==> config.mk <==
export PLATFORM = sky130hd
export DESIGN_NAME = short_addr_frame_filter_unit_flat
export DESIGN_NICKNAME = d
export VERILOG_FILES = /design/src/sv/saff_pkg.sv /design/src/sv/saff_in_if.sv /design/src/sv/saff_out_if.sv /design/src/sv/saff_cfg_if.sv /design/src/sv/short_addr_frame_filter_unit.sv /design/src/flat_wrapper.sv
export SDC_FILE = /design/constraint.sdc
export NUM_CORES = 1
export LEC_CHECK = 0
export ABC_AREA = 0
export BUFFER_PORTS_ARGS = -buffer_cell sky130_fd_sc_hd__buf_2
export CAP_MARGIN = 20
export CELL_PAD_IN_SITES_DETAIL_PLACEMENT = 1
export CELL_PAD_IN_SITES_GLOBAL_PLACEMENT = 2
export CORE_MARGIN = 4
export CORE_UTILIZATION = 38
export DETAILED_ROUTE_END_ITERATION = 7
export PLACE_DENSITY = 0.87
export RECOVER_POWER = 100
export SLEW_MARGIN = 30
export SYNTH_ARGS = -nofsm -noshare
export SYNTH_HDL_FRONTEND = slang
export SYNTH_SLANG_ARGS = --single-unit
==> constraint.sdc <==
create_clock -name clk -period 4.4 [get_ports clk]
set_input_delay 0.88 -clock clk [delete_from_list [all_inputs] [get_ports clk]]
set_output_delay 0.88 -clock clk [all_outputs]
set_load 0.005 [all_outputs]
==> src/sv/saff_pkg.sv <==
// Package: shared constants and types of the short-address frame filter.
`default_nettype none

package saff_pkg;

  localparam int unsigned CNT_W_DEF = 32;
  localparam int unsigned CNT_OUT_W = 32;

  localparam int unsigned CFG_IDX_W  = 2;
  localparam int unsigned CFG_DATA_W = 16;

  typedef enum logic [CFG_IDX_W-1:0] {
    REG_PAN_ID      = 2'd0,
    REG_MIN_PAYLOAD = 2'd1,
    REG_NODE_OFFSET = 2'd2
  } cfg_reg_t;

  localparam logic [15:0] PAN_ID_RST      = 16'h5254;
  localparam logic [7:0]  MIN_PAYLOAD_RST = 8'd16;
  localparam logic [7:0]  NODE_OFFSET_RST = 8'd0;

  localparam int unsigned HDR_BYTES = 9;
  localparam int unsigned FCS_BYTES = 2;

  // byte positions in a frame; position 0 is the length byte
  localparam logic [7:0] POS_LEN    = 8'd0;
  localparam logic [7:0] POS_FCF0   = 8'd1;
  localparam logic [7:0] POS_FCF1   = 8'd2;
  localparam logic [7:0] POS_PAN_LO = 8'd4;
  localparam logic [7:0] POS_PAN_HI = 8'd5;
  localparam logic [7:0] POS_DST_LO = 8'd6;
  localparam logic [7:0] POS_DST_HI = 8'd7;
  localparam logic [7:0] POS_SRC_LO = 8'd8;
  localparam logic [7:0] POS_MAX    = 8'd255;

  localparam logic [2:0] FRAME_TYPE_DATA = 3'h1;
  localparam int unsigned PANC_BIT       = 6;
  localparam logic [1:0] ADDR_MODE_SHORT = 2'h2;
  localparam logic [7:0] BCAST_BYTE      = 8'hFF;

endpackage

`default_nettype wire

==> src/sv/saff_in_if.sv <==
// Interface: received byte channel.
`default_nettype none

interface saff_in_if;
  logic              valid;
  logic              ready;
  logic [7:0]        rx_byte;
  logic              last_byte;
  logic signed [7:0] rssi;
  logic [7:0]        lqi;

  modport source (output valid, output rx_byte, output last_byte, output rssi, output lqi,
                  input ready);
  modport sink (input valid, input rx_byte, input last_byte, input rssi, input lqi,
                output ready);
endinterface

`default_nettype wire

==> src/sv/saff_out_if.sv <==
// Interface: frame verdict channel.
`default_nettype none

interface saff_out_if;
  logic              valid;
  logic              ready;
  logic              accepted;
  logic [7:0]        payload_len;
  logic signed [7:0] link_rssi;
  logic [7:0]        link_quality;
  logic [31:0]       seen_count;
  logic [31:0]       ours_count;

  modport source (output valid, output accepted, output payload_len, output link_rssi,
                  output link_quality, output seen_count, output ours_count,
                  input ready);
  modport sink (input valid, input accepted, input payload_len, input link_rssi,
                input link_quality, input seen_count, input ours_count,
                output ready);
endinterface

`default_nettype wire

==> src/sv/saff_cfg_if.sv <==
// Interface: configuration register write channel.
`default_nettype none

interface saff_cfg_if;
  import saff_pkg::*;

  logic                  valid;
  logic                  ready;
  logic [CFG_IDX_W-1:0]  index;
  logic [CFG_DATA_W-1:0] data;

  modport source (output valid, output index, output data, input ready);
  modport sink (input valid, input index, input data, output ready);
endinterface

`default_nettype wire

==> src/sv/short_addr_frame_filter_unit.sv <==
// Top level: short-address 802.15.4 receive frame filter.
//
// in_if carries received frames one byte per item; the first byte of a frame
// is the PSDU length and last_byte marks the final byte. One item is taken
// per cycle unless a last byte waits on a busy verdict register. Each item
// goes into an input register and is checked in the next cycle against the
// header state; only an item with last_byte set makes a verdict item on
// out_if, raising out_if.valid once it reaches the verdict register. Without
// such a wait, throughput is 1 byte per cycle (single header-check stage).
// The verdict register frees up in the cycle its item is taken, so a stalled
// receiver holds out_if and backs up into the input register and then in_if;
// bytes that carry no verdict keep flowing while the verdict waits.
// cfg_if is always ready; registers are pan_id, min_payload_len, node_offset,
// to be written between frames while nothing is in flight.
// Reset (rst_n low, synchronous) empties both registers, clears both frame
// counters, restarts frame parsing and restores the register defaults.
`default_nettype none

module short_addr_frame_filter_unit #(
  parameter int unsigned COUNTER_WIDTH = saff_pkg::CNT_W_DEF
) (
  input  wire       clk,
  input  wire       rst_n,
  saff_in_if.sink   in_if,
  saff_out_if.source out_if,
  saff_cfg_if.sink  cfg_if
);
  import saff_pkg::*;

  // configuration
  logic [15:0] pan_r;
  logic [7:0]  min_pay_r;
  logic [7:0]  node_off_r;

  always_ff @(posedge clk) begin
    if (!rst_n) begin
      pan_r      <= PAN_ID_RST;
      min_pay_r  <= MIN_PAYLOAD_RST;
      node_off_r <= NODE_OFFSET_RST;
    end else if (cfg_if.valid) begin
      unique case (cfg_reg_t'(cfg_if.index))
        REG_PAN_ID:      pan_r      <= cfg_if.data;
        REG_MIN_PAYLOAD: min_pay_r  <= cfg_if.data[7:0];
        REG_NODE_OFFSET: node_off_r <= cfg_if.data[7:0];
        default: ;
      endcase
    end
  end

  assign cfg_if.ready = 1'b1;

  // input register
  logic              s1_valid_r;
  logic [7:0]        s1_byte_r;
  logic              s1_last_r;
  logic signed [7:0] s1_rssi_r;
  logic [7:0]        s1_lqi_r;

  logic out_valid_r;
  logic out_free;
  logic s2_fire;
  logic in_fire;

  assign out_free     = !out_valid_r || out_if.ready;
  assign s2_fire      = s1_valid_r && (!s1_last_r || out_free);
  assign in_if.ready  = !s1_valid_r || s2_fire;
  assign in_fire      = in_if.valid && in_if.ready;

  always_ff @(posedge clk) begin
    if (!rst_n) begin
      s1_valid_r <= 1'b0;
    end else if (in_if.ready) begin
      s1_valid_r <= in_if.valid;
    end
  end

  always_ff @(posedge clk) begin
    if (in_fire) begin
      s1_byte_r <= in_if.rx_byte;
      s1_last_r <= in_if.last_byte;
      s1_rssi_r <= in_if.rssi;
      s1_lqi_r  <= in_if.lqi;
    end
  end

  // frame state
  logic [7:0]               pos_r,  pos_nxt;
  logic [7:0]               decl_r, decl_nxt;
  logic                     hg_r,   hg_nxt;
  logic [7:0]               src_r,  src_nxt;
  logic                     im_r,   im_nxt;
  logic [COUNTER_WIDTH-1:0] seen_r, seen_nxt;
  logic [COUNTER_WIDTH-1:0] ours_r, ours_nxt;

  logic [7:0] decl_eff;
  logic       byte_ok;
  logic       hg_new;
  logic       im_new;
  logic       src_new;
  logic [8:0] node_pos;
  logic [9:0] node_end;
  logic [8:0] len_min;
  logic       frame_ok;
  logic [7:0] pay_len;

  always_comb begin
    byte_ok = 1'b1;
    case (pos_r) inside
      POS_FCF0:   byte_ok = (s1_byte_r[2:0] == FRAME_TYPE_DATA) && s1_byte_r[PANC_BIT];
      POS_FCF1:   byte_ok = (s1_byte_r[3:2] == ADDR_MODE_SHORT) &&
                            (s1_byte_r[7:6] == ADDR_MODE_SHORT);
      POS_PAN_LO: byte_ok = (s1_byte_r == pan_r[7:0]);
      POS_PAN_HI: byte_ok = (s1_byte_r == pan_r[15:8]);
      POS_DST_LO, POS_DST_HI: byte_ok = (s1_byte_r == BCAST_BYTE);
      default:    byte_ok = 1'b1;
    endcase
  end

  assign node_pos = 9'(HDR_BYTES + 1) + {1'b0, node_off_r};
  assign node_end = {1'b0, node_pos} + 10'(FCS_BYTES);
  assign len_min  = 9'(HDR_BYTES + FCS_BYTES) + {1'b0, min_pay_r};

  assign decl_eff = (pos_r == POS_LEN) ? s1_byte_r : decl_r;
  assign hg_new   = hg_r && byte_ok;
  assign src_new  = ({1'b0, pos_r} == node_pos);
  assign im_new   = src_new ? (s1_byte_r == src_r) : im_r;

  assign frame_ok = hg_new && im_new && ({1'b0, decl_eff} >= len_min) &&
                    (node_end <= {2'b00, decl_eff});
  assign pay_len  = frame_ok ? (decl_eff - 8'(HDR_BYTES + FCS_BYTES)) : 8'd0;

  always_comb begin
    pos_nxt  = (pos_r == POS_MAX) ? pos_r : pos_r + 8'd1;
    decl_nxt = decl_eff;
    hg_nxt   = hg_new;
    src_nxt  = (pos_r == POS_SRC_LO) ? s1_byte_r : src_r;
    im_nxt   = im_new;
    seen_nxt = seen_r;
    ours_nxt = ours_r;
    if (s1_last_r) begin
      pos_nxt  = POS_LEN;
      decl_nxt = 8'd0;
      hg_nxt   = 1'b1;
      src_nxt  = 8'd0;
      im_nxt   = 1'b0;
      seen_nxt = seen_r + COUNTER_WIDTH'(1);
      if (frame_ok) begin
        ours_nxt = ours_r + COUNTER_WIDTH'(1);
      end
    end
  end

  always_ff @(posedge clk) begin
    if (!rst_n) begin
      pos_r  <= POS_LEN;
      decl_r <= 8'd0;
      hg_r   <= 1'b1;
      src_r  <= 8'd0;
      im_r   <= 1'b0;
      seen_r <= '0;
      ours_r <= '0;
    end else if (s2_fire) begin
      pos_r  <= pos_nxt;
      decl_r <= decl_nxt;
      hg_r   <= hg_nxt;
      src_r  <= src_nxt;
      im_r   <= im_nxt;
      seen_r <= seen_nxt;
      ours_r <= ours_nxt;
    end
  end

  // verdict register
  logic              acc_r;
  logic [7:0]        pay_len_r;
  logic signed [7:0] rssi_r;
  logic [7:0]        lqi_r;
  logic [31:0]       seen_out_r;
  logic [31:0]       ours_out_r;
  logic              verdict_load;

  assign verdict_load = s2_fire && s1_last_r;

  always_ff @(posedge clk) begin
    if (!rst_n) begin
      out_valid_r <= 1'b0;
    end else if (verdict_load) begin
      out_valid_r <= 1'b1;
    end else if (out_if.ready) begin
      out_valid_r <= 1'b0;
    end
  end

  always_ff @(posedge clk) begin
    if (verdict_load) begin
      acc_r      <= frame_ok;
      pay_len_r  <= pay_len;
      rssi_r     <= s1_rssi_r;
      lqi_r      <= s1_lqi_r;
      seen_out_r <= CNT_OUT_W'(seen_nxt);
      ours_out_r <= CNT_OUT_W'(ours_nxt);
    end
  end

  assign out_if.valid        = out_valid_r;
  assign out_if.accepted     = acc_r;
  assign out_if.payload_len  = pay_len_r;
  assign out_if.link_rssi    = rssi_r;
  assign out_if.link_quality = lqi_r;
  assign out_if.seen_count   = seen_out_r;
  assign out_if.ours_count   = ours_out_r;

`ifndef SYNTH
  a_last_gives_verdict: assert property (@(posedge clk) disable iff (!rst_n)
    verdict_load |=> out_valid_r)
    else $error("last byte did not load a verdict");

  a_last_restarts: assert property (@(posedge clk) disable iff (!rst_n)
    verdict_load |=> (pos_r == POS_LEN) && hg_r && !im_r)
    else $error("frame state not restarted after last byte");

  a_count_on_end_only: assert property (@(posedge clk) disable iff (!rst_n)
    (s2_fire && !s1_last_r) |=> ($stable(seen_r) && $stable(ours_r)))
    else $error("frame counter moved inside a frame");

  a_ours_le_seen_step: assert property (@(posedge clk) disable iff (!rst_n)
    verdict_load && !frame_ok |=> $stable(ours_r))
    else $error("rejected frame counted as ours");
`endif

endmodule

`default_nettype wire

==> src/flat_wrapper.sv <==
// flat-port wrapper written by rule: the top's interface ports become plain ports
module short_addr_frame_filter_unit_flat import saff_pkg::*;
#(
  parameter int unsigned COUNTER_WIDTH = saff_pkg::CNT_W_DEF
)
  (clk, rst_n, in_if_valid, in_if_rx_byte, in_if_last_byte, in_if_rssi, in_if_lqi, in_if_ready, out_if_valid, out_if_accepted, out_if_payload_len, out_if_link_rssi, out_if_link_quality, out_if_seen_count, out_if_ours_count, out_if_ready, cfg_if_valid, cfg_if_index, cfg_if_data, cfg_if_ready);
  saff_in_if in_if_i ();
  saff_out_if out_if_i ();
  saff_cfg_if cfg_if_i ();
  input  wire clk;
  input  wire rst_n;
  input wire logic [$bits(in_if_i.valid)-1:0] in_if_valid;
  input wire logic [$bits(in_if_i.rx_byte)-1:0] in_if_rx_byte;
  input wire logic [$bits(in_if_i.last_byte)-1:0] in_if_last_byte;
  input wire logic [$bits(in_if_i.rssi)-1:0] in_if_rssi;
  input wire logic [$bits(in_if_i.lqi)-1:0] in_if_lqi;
  output wire logic [$bits(in_if_i.ready)-1:0] in_if_ready;
  output wire logic [$bits(out_if_i.valid)-1:0] out_if_valid;
  output wire logic [$bits(out_if_i.accepted)-1:0] out_if_accepted;
  output wire logic [$bits(out_if_i.payload_len)-1:0] out_if_payload_len;
  output wire logic [$bits(out_if_i.link_rssi)-1:0] out_if_link_rssi;
  output wire logic [$bits(out_if_i.link_quality)-1:0] out_if_link_quality;
  output wire logic [$bits(out_if_i.seen_count)-1:0] out_if_seen_count;
  output wire logic [$bits(out_if_i.ours_count)-1:0] out_if_ours_count;
  input wire logic [$bits(out_if_i.ready)-1:0] out_if_ready;
  input wire logic [$bits(cfg_if_i.valid)-1:0] cfg_if_valid;
  input wire logic [$bits(cfg_if_i.index)-1:0] cfg_if_index;
  input wire logic [$bits(cfg_if_i.data)-1:0] cfg_if_data;
  output wire logic [$bits(cfg_if_i.ready)-1:0] cfg_if_ready;
  assign in_if_i.valid = in_if_valid;
  assign in_if_i.rx_byte = in_if_rx_byte;
  assign in_if_i.last_byte = in_if_last_byte;
  assign in_if_i.rssi = in_if_rssi;
  assign in_if_i.lqi = in_if_lqi;
  assign in_if_ready = in_if_i.ready;
  assign out_if_valid = out_if_i.valid;
  assign out_if_accepted = out_if_i.accepted;
  assign out_if_payload_len = out_if_i.payload_len;
  assign out_if_link_rssi = out_if_i.link_rssi;
  assign out_if_link_quality = out_if_i.link_quality;
  assign out_if_seen_count = out_if_i.seen_count;
  assign out_if_ours_count = out_if_i.ours_count;
  assign out_if_i.ready = out_if_ready;
  assign cfg_if_i.valid = cfg_if_valid;
  assign cfg_if_i.index = cfg_if_index;
  assign cfg_if_i.data = cfg_if_data;
  assign cfg_if_ready = cfg_if_i.ready;
  short_addr_frame_filter_unit #(.COUNTER_WIDTH(COUNTER_WIDTH)) u_core (.clk(clk), .rst_n(rst_n), .in_if(in_if_i), .out_if(out_if_i), .cfg_if(cfg_if_i));
endmodule
==> summary.txt <==
Placement
  – Placement-stage cell area: 12,500 um2
  – Placed wire-length estimate: 20,200 um
  – GPL Wtd Cong: 0.824
  – Number of placed instances with taps included: 1,585
  – Count of buffers from port buffering: 138

Critical path
  – Most numerous cell on the critical path: buf_12
  – Critical path launch point type: flip-flop
  – Slowest library cell on the worst path: or4_4
  – Data arrival at the endpoint of the critical path: 4.71 ns
  – Worst-path fanout max: 28
  – Worst Path Buf+Inv: 4
  – FF-to-FF setup slack: 0.16 ns
  – Top delay family on crit path: simple AND/OR/NAND/NOR gates
  – Worst path max stage delay: 0.59 ns
  – Req. time, crit path: 4.87 ns
  – Worst path cell trace: or4_4 > nor4b_4 > buf_6 > mux2_2 > inv_1 > ha_1 > and3_1 > nor2b_1 > o31ai_2 > o311a_1 > o2111ai_4 > buf_12 > buf_12 > or4_1 > a21oi_2
  – Crit. End Element: flip-flop
  – Type of the worst setup path: flip-flop to flip-flop

STA
  – Final setup fails: 0
  – Aggregate negative setup slack: 0 ns
  – Fmax: 0.236 GHz
  – Final setup skew: 0.00884 ns
  – Final count of pins violating max slew: 73
  – Transition at the pin with the smallest max-transition slack: 1.66 ns
  – Shortest clock period the worst path allows after layout: 4.24 ns
  – Hold violation count in the final report: 0
  – Headroom to the max-slew limit: -0.104
  – Final worst-path cycle share: 0.964

Power
  – Overall power of the completed layout: 5.02 mW
  – Share of total power consumed by net switching: 0.222
  – Internal power component: 3.90 mW
  – Combinational fraction of design power: 0.056
  – Total power per unit cell area: 375 nW/um2
  – Relative contribution of sequential cells to total power: 0.478
  – Switching power of the nets: 1.12 mW
  – VDD IR max: 0.252 mV
  – Clk network pwr share: 0.466
  – Leakage power total: 5.31 nW

Cells and area
  – Register area: 5910 um2
  – Cell area after layout: 13,400 um2
  – Combined area of the multi-input logic cells: 5060 um2
  – Layout Cells excl Fill: 1,641
  – Number of filler instances in the final layout: 3,253
  – Fraction of layout cells with a size suffix above 1: 0.148
  – Total inserted antenna cells: 0
  – Utilization of the core after routing: 0.461
  – Final Net Count: 1,309
  – Layout Area Growth over Synthesis: 18.4%

Synth
  – Seq/Total Area, Yosys: 0.522
  – Cell types with the highest counts after synthesis: 124 x dfxtp_1, 114 x edfxtp_1, 97 x xor2_1
  – Area contributors post-synth: edfxtp_1 30%, dfxtp_1 22%, xor2_1 7.5%
  – Portion of netlist area occupied by mux cells: 0.0273
  – Top_reg_cell synth: dfxtp_1
  – Post-synthesis cell area: 11,300 um2
  – Complex-gate fraction of the synthesized area: 0.0864
  – Simple-gate share of the synthesized area: 0.189
  – Share of flip-flops with an asynchronous set or reset: 0
  – Parity-gate share of the synthesized area counting xor and xnor cells: 0.112
  – Cell accounting for the most synthesized area: edfxtp_1
  – Post-synthesis cell type count: 65
  – Total nets after synthesis: 1,171
  – Cell with the most instances after synthesis: dfxtp_1
  – Count of flip-flops with a built-in enable after synthesis: 114
  – Cells after Synth: 1,097
  – Dominant combinational cell family by area after synthesis: simple AND/OR/NAND/NOR gates
  – Synth top area share: 0.303
  – Arithmetic-cell share of the synthesized area counting full adders, half adders and majority gates: 0.0288
  – Synthesis Warnings: 0
  – Post-synthesis sequential element count: 238
  – Syn Area/Cell: 10.3 um2

Drt
  – Met3 routed WL: 1080 um
  – Top Metal Used: met4
  – Met1 layer wirelength in the final routing: 13,400 um
  – Number of routed nets with antenna violations: 0
  – DR vias/cell: 5.23
  – First-pass iteration count of the detailed router: 4
  – DR vias: 8,580
  – Post-DR wirelength/cell: 17.7 um
  – Violation count after the first detailed-routing iteration: 418
  – Residual DRC: 0
  – Routed Wire Length: 29,100 um
  – Met2 wire len: 14,000 um

Clocking
  – Clk pin slew, worst setup/hold paths: 0.06 ns
  – Buffers from clock root to sink, at most: 3
  – Skew-Pair Late Insertion Delay: 0.54 ns
  – Clock tree root driver cell: clkbuf_16
  – CTS tree: built
  – Total of hold buffers inserted after clock tree synthesis: 0
  – Total CTS buffers: 28
  – H-Tree Depth: 1
  – Clock sink count: 238

Global routing
  – Number of global-route vias before repair: 8,904
  – Antenna violations before repair: 0
  – Overall fraction of global-route tracks in use: 0.174
  – Global-route wire length before repair: 47,500 um
  – Residual overflow from global routing: 0
  – Pin count of the biggest net entering global routing: 49

Job
  – Number of max-cap violations: 2

Status
  – Violated checks: capacitance limit, slew limit
  – Status: complete, but fails checks

Die
  – # IOs: 140
  – Initial core utilization: 0.390
  – Die Span X: 180 um
  – Total die area: 32,600 um2
  – DIE HEIGHT: 180 um
  – CORE AREA: 29,000 um2
  – Number of placement rows: 62

Hold path
  – Worst min-delay path class: flip-flop to flip-flop
==> logic make-up (layout without fill, tap and decap cells) <==
family,Yosys count,count (layout)
other,1,1
buffers and inverters,90,250
AOI/OAI and AO/OA,156,156
xor gates and xnor gates,144,144
and+or+nand+nor,412,412
DFF,238,238
adders and majority gates,26,26
muxes,30,30
==> routing by layer <==
layer,vias to the layer above,GRT usage
li1,4169,-
met1,4208,0.238
met2,161,0.294
met3,42,0.0254
met4,0,0.0384
met5,-,0
==> worst paths after layout <==
check,start,cells past startpoint,end
setup / recovery,u_core.pos_r[7],15,u_core.ours_r[4]
setup reg to reg,u_core.pos_r[7],15,u_core.ours_r[4]
hold / removal,u_core.s1_rssi_r[6],0,u_core.out_if.link_rssi[6]
hold reg to reg,u_core.s1_rssi_r[6],0,u_core.out_if.link_rssi[6]
==> power groups by stage <==
stage / Combinational (mW) / Sequential, mW / Clock, mW
finish: 0.280 / 2.40 / 2.34
CTS: 0.284 / 2.40 / 2.40
floorplan: 0.181 / 2.42 / 0
global route: 0.315 / 2.40 / 2.50
global placement: 0.274 / 2.44 / 0
detailed placement: 0.283 / 2.44 / 0
==> worst reg2reg max path, delay by kind of cell (launching register included) <==
kind            cells  cell delay [ns]
buf+inv             4             0.65
simple gates        5             1.77
mux                 1             0.35
flops               1             0.35
compound gates      4             0.80
fa+ha+maj           1             0.26
==> what timing repair did <==
action,CTS,global route
endpoints found under the setup margin,9,42
resized for setup,0,6
buffers inserted,1,3
hold endpoints to repair,0,0
pin swaps,0,2
==> flip-flops by register name, indices dropped and copies added, names as in the netlist, 8 cells and up <==
signal,cells
u_core.s1_rssi_r,8
u_core.out_if.link_quality,8
u_core.s1_lqi_r,8
u_core.min_pay_r,8
u_core.out_if.ours_count,32
u_core.out_if.seen_count,32
u_core.seen_r,32
u_core.decl_r,8
u_core.src_r,8
u_core.pan_r,16
u_core.node_off_r,8
u_core.ours_r,32
u_core.pos_r,8
u_core.out_if.link_rssi,8
u_core.out_if.payload_len,8
u_core.s1_byte_r,8
==> metrics by stage <==
| stage | setup WS [ns] | hold WS, ns |
|---|---|---|
| 3_3_place_gp | 0.114 | 0.401 |
| 4_1_cts | 0.0690 | 0.419 |
| 5_1_grt | -0.0494 | 0.423 |
| 6_report | 0.159 | 0.419 |
| 2_1_floorplan | 0.415 | 0.400 |
| 3_5_place_dp | -0.0518 | 0.406 |
==> cells in the final DEF, fill, tap and decap left out, types with 14 or more instances in the layout <==
| cell | count |
|---|---|
| a21oi_1 | 58 |
| a22oi_1 | 17 |
| and3_1 | 22 |
| buf_2 | 86 |
| buf_4 | 24 |
| clkbuf_1 | 63 |
| clkbuf_16 | 30 |
| dfxtp_1 | 124 |
| edfxtp_1 | 114 |
| ha_1 | 26 |
| inv_1 | 24 |
| mux2i_1 | 23 |
| nand2_1 | 96 |
| nand3_1 | 43 |
| nand4_1 | 14 |
| nor2_1 | 88 |
| nor3_1 | 39 |
| o21ai_0 | 37 |
| or3_1 | 30 |
| xnor2_1 | 46 |
| xor2_1 | 97 |
==> area by class of cell <==
type,count,share of cell area
clock buffer,41,0.0629
clock inverter,11,0.00766
inverter,25,0.00710
multi-input combinational,769,0.378
sequential,238,0.441
tap,384,0.0359
timing repair buffer,173,0.0677
(Power assumes the default switching activity.)
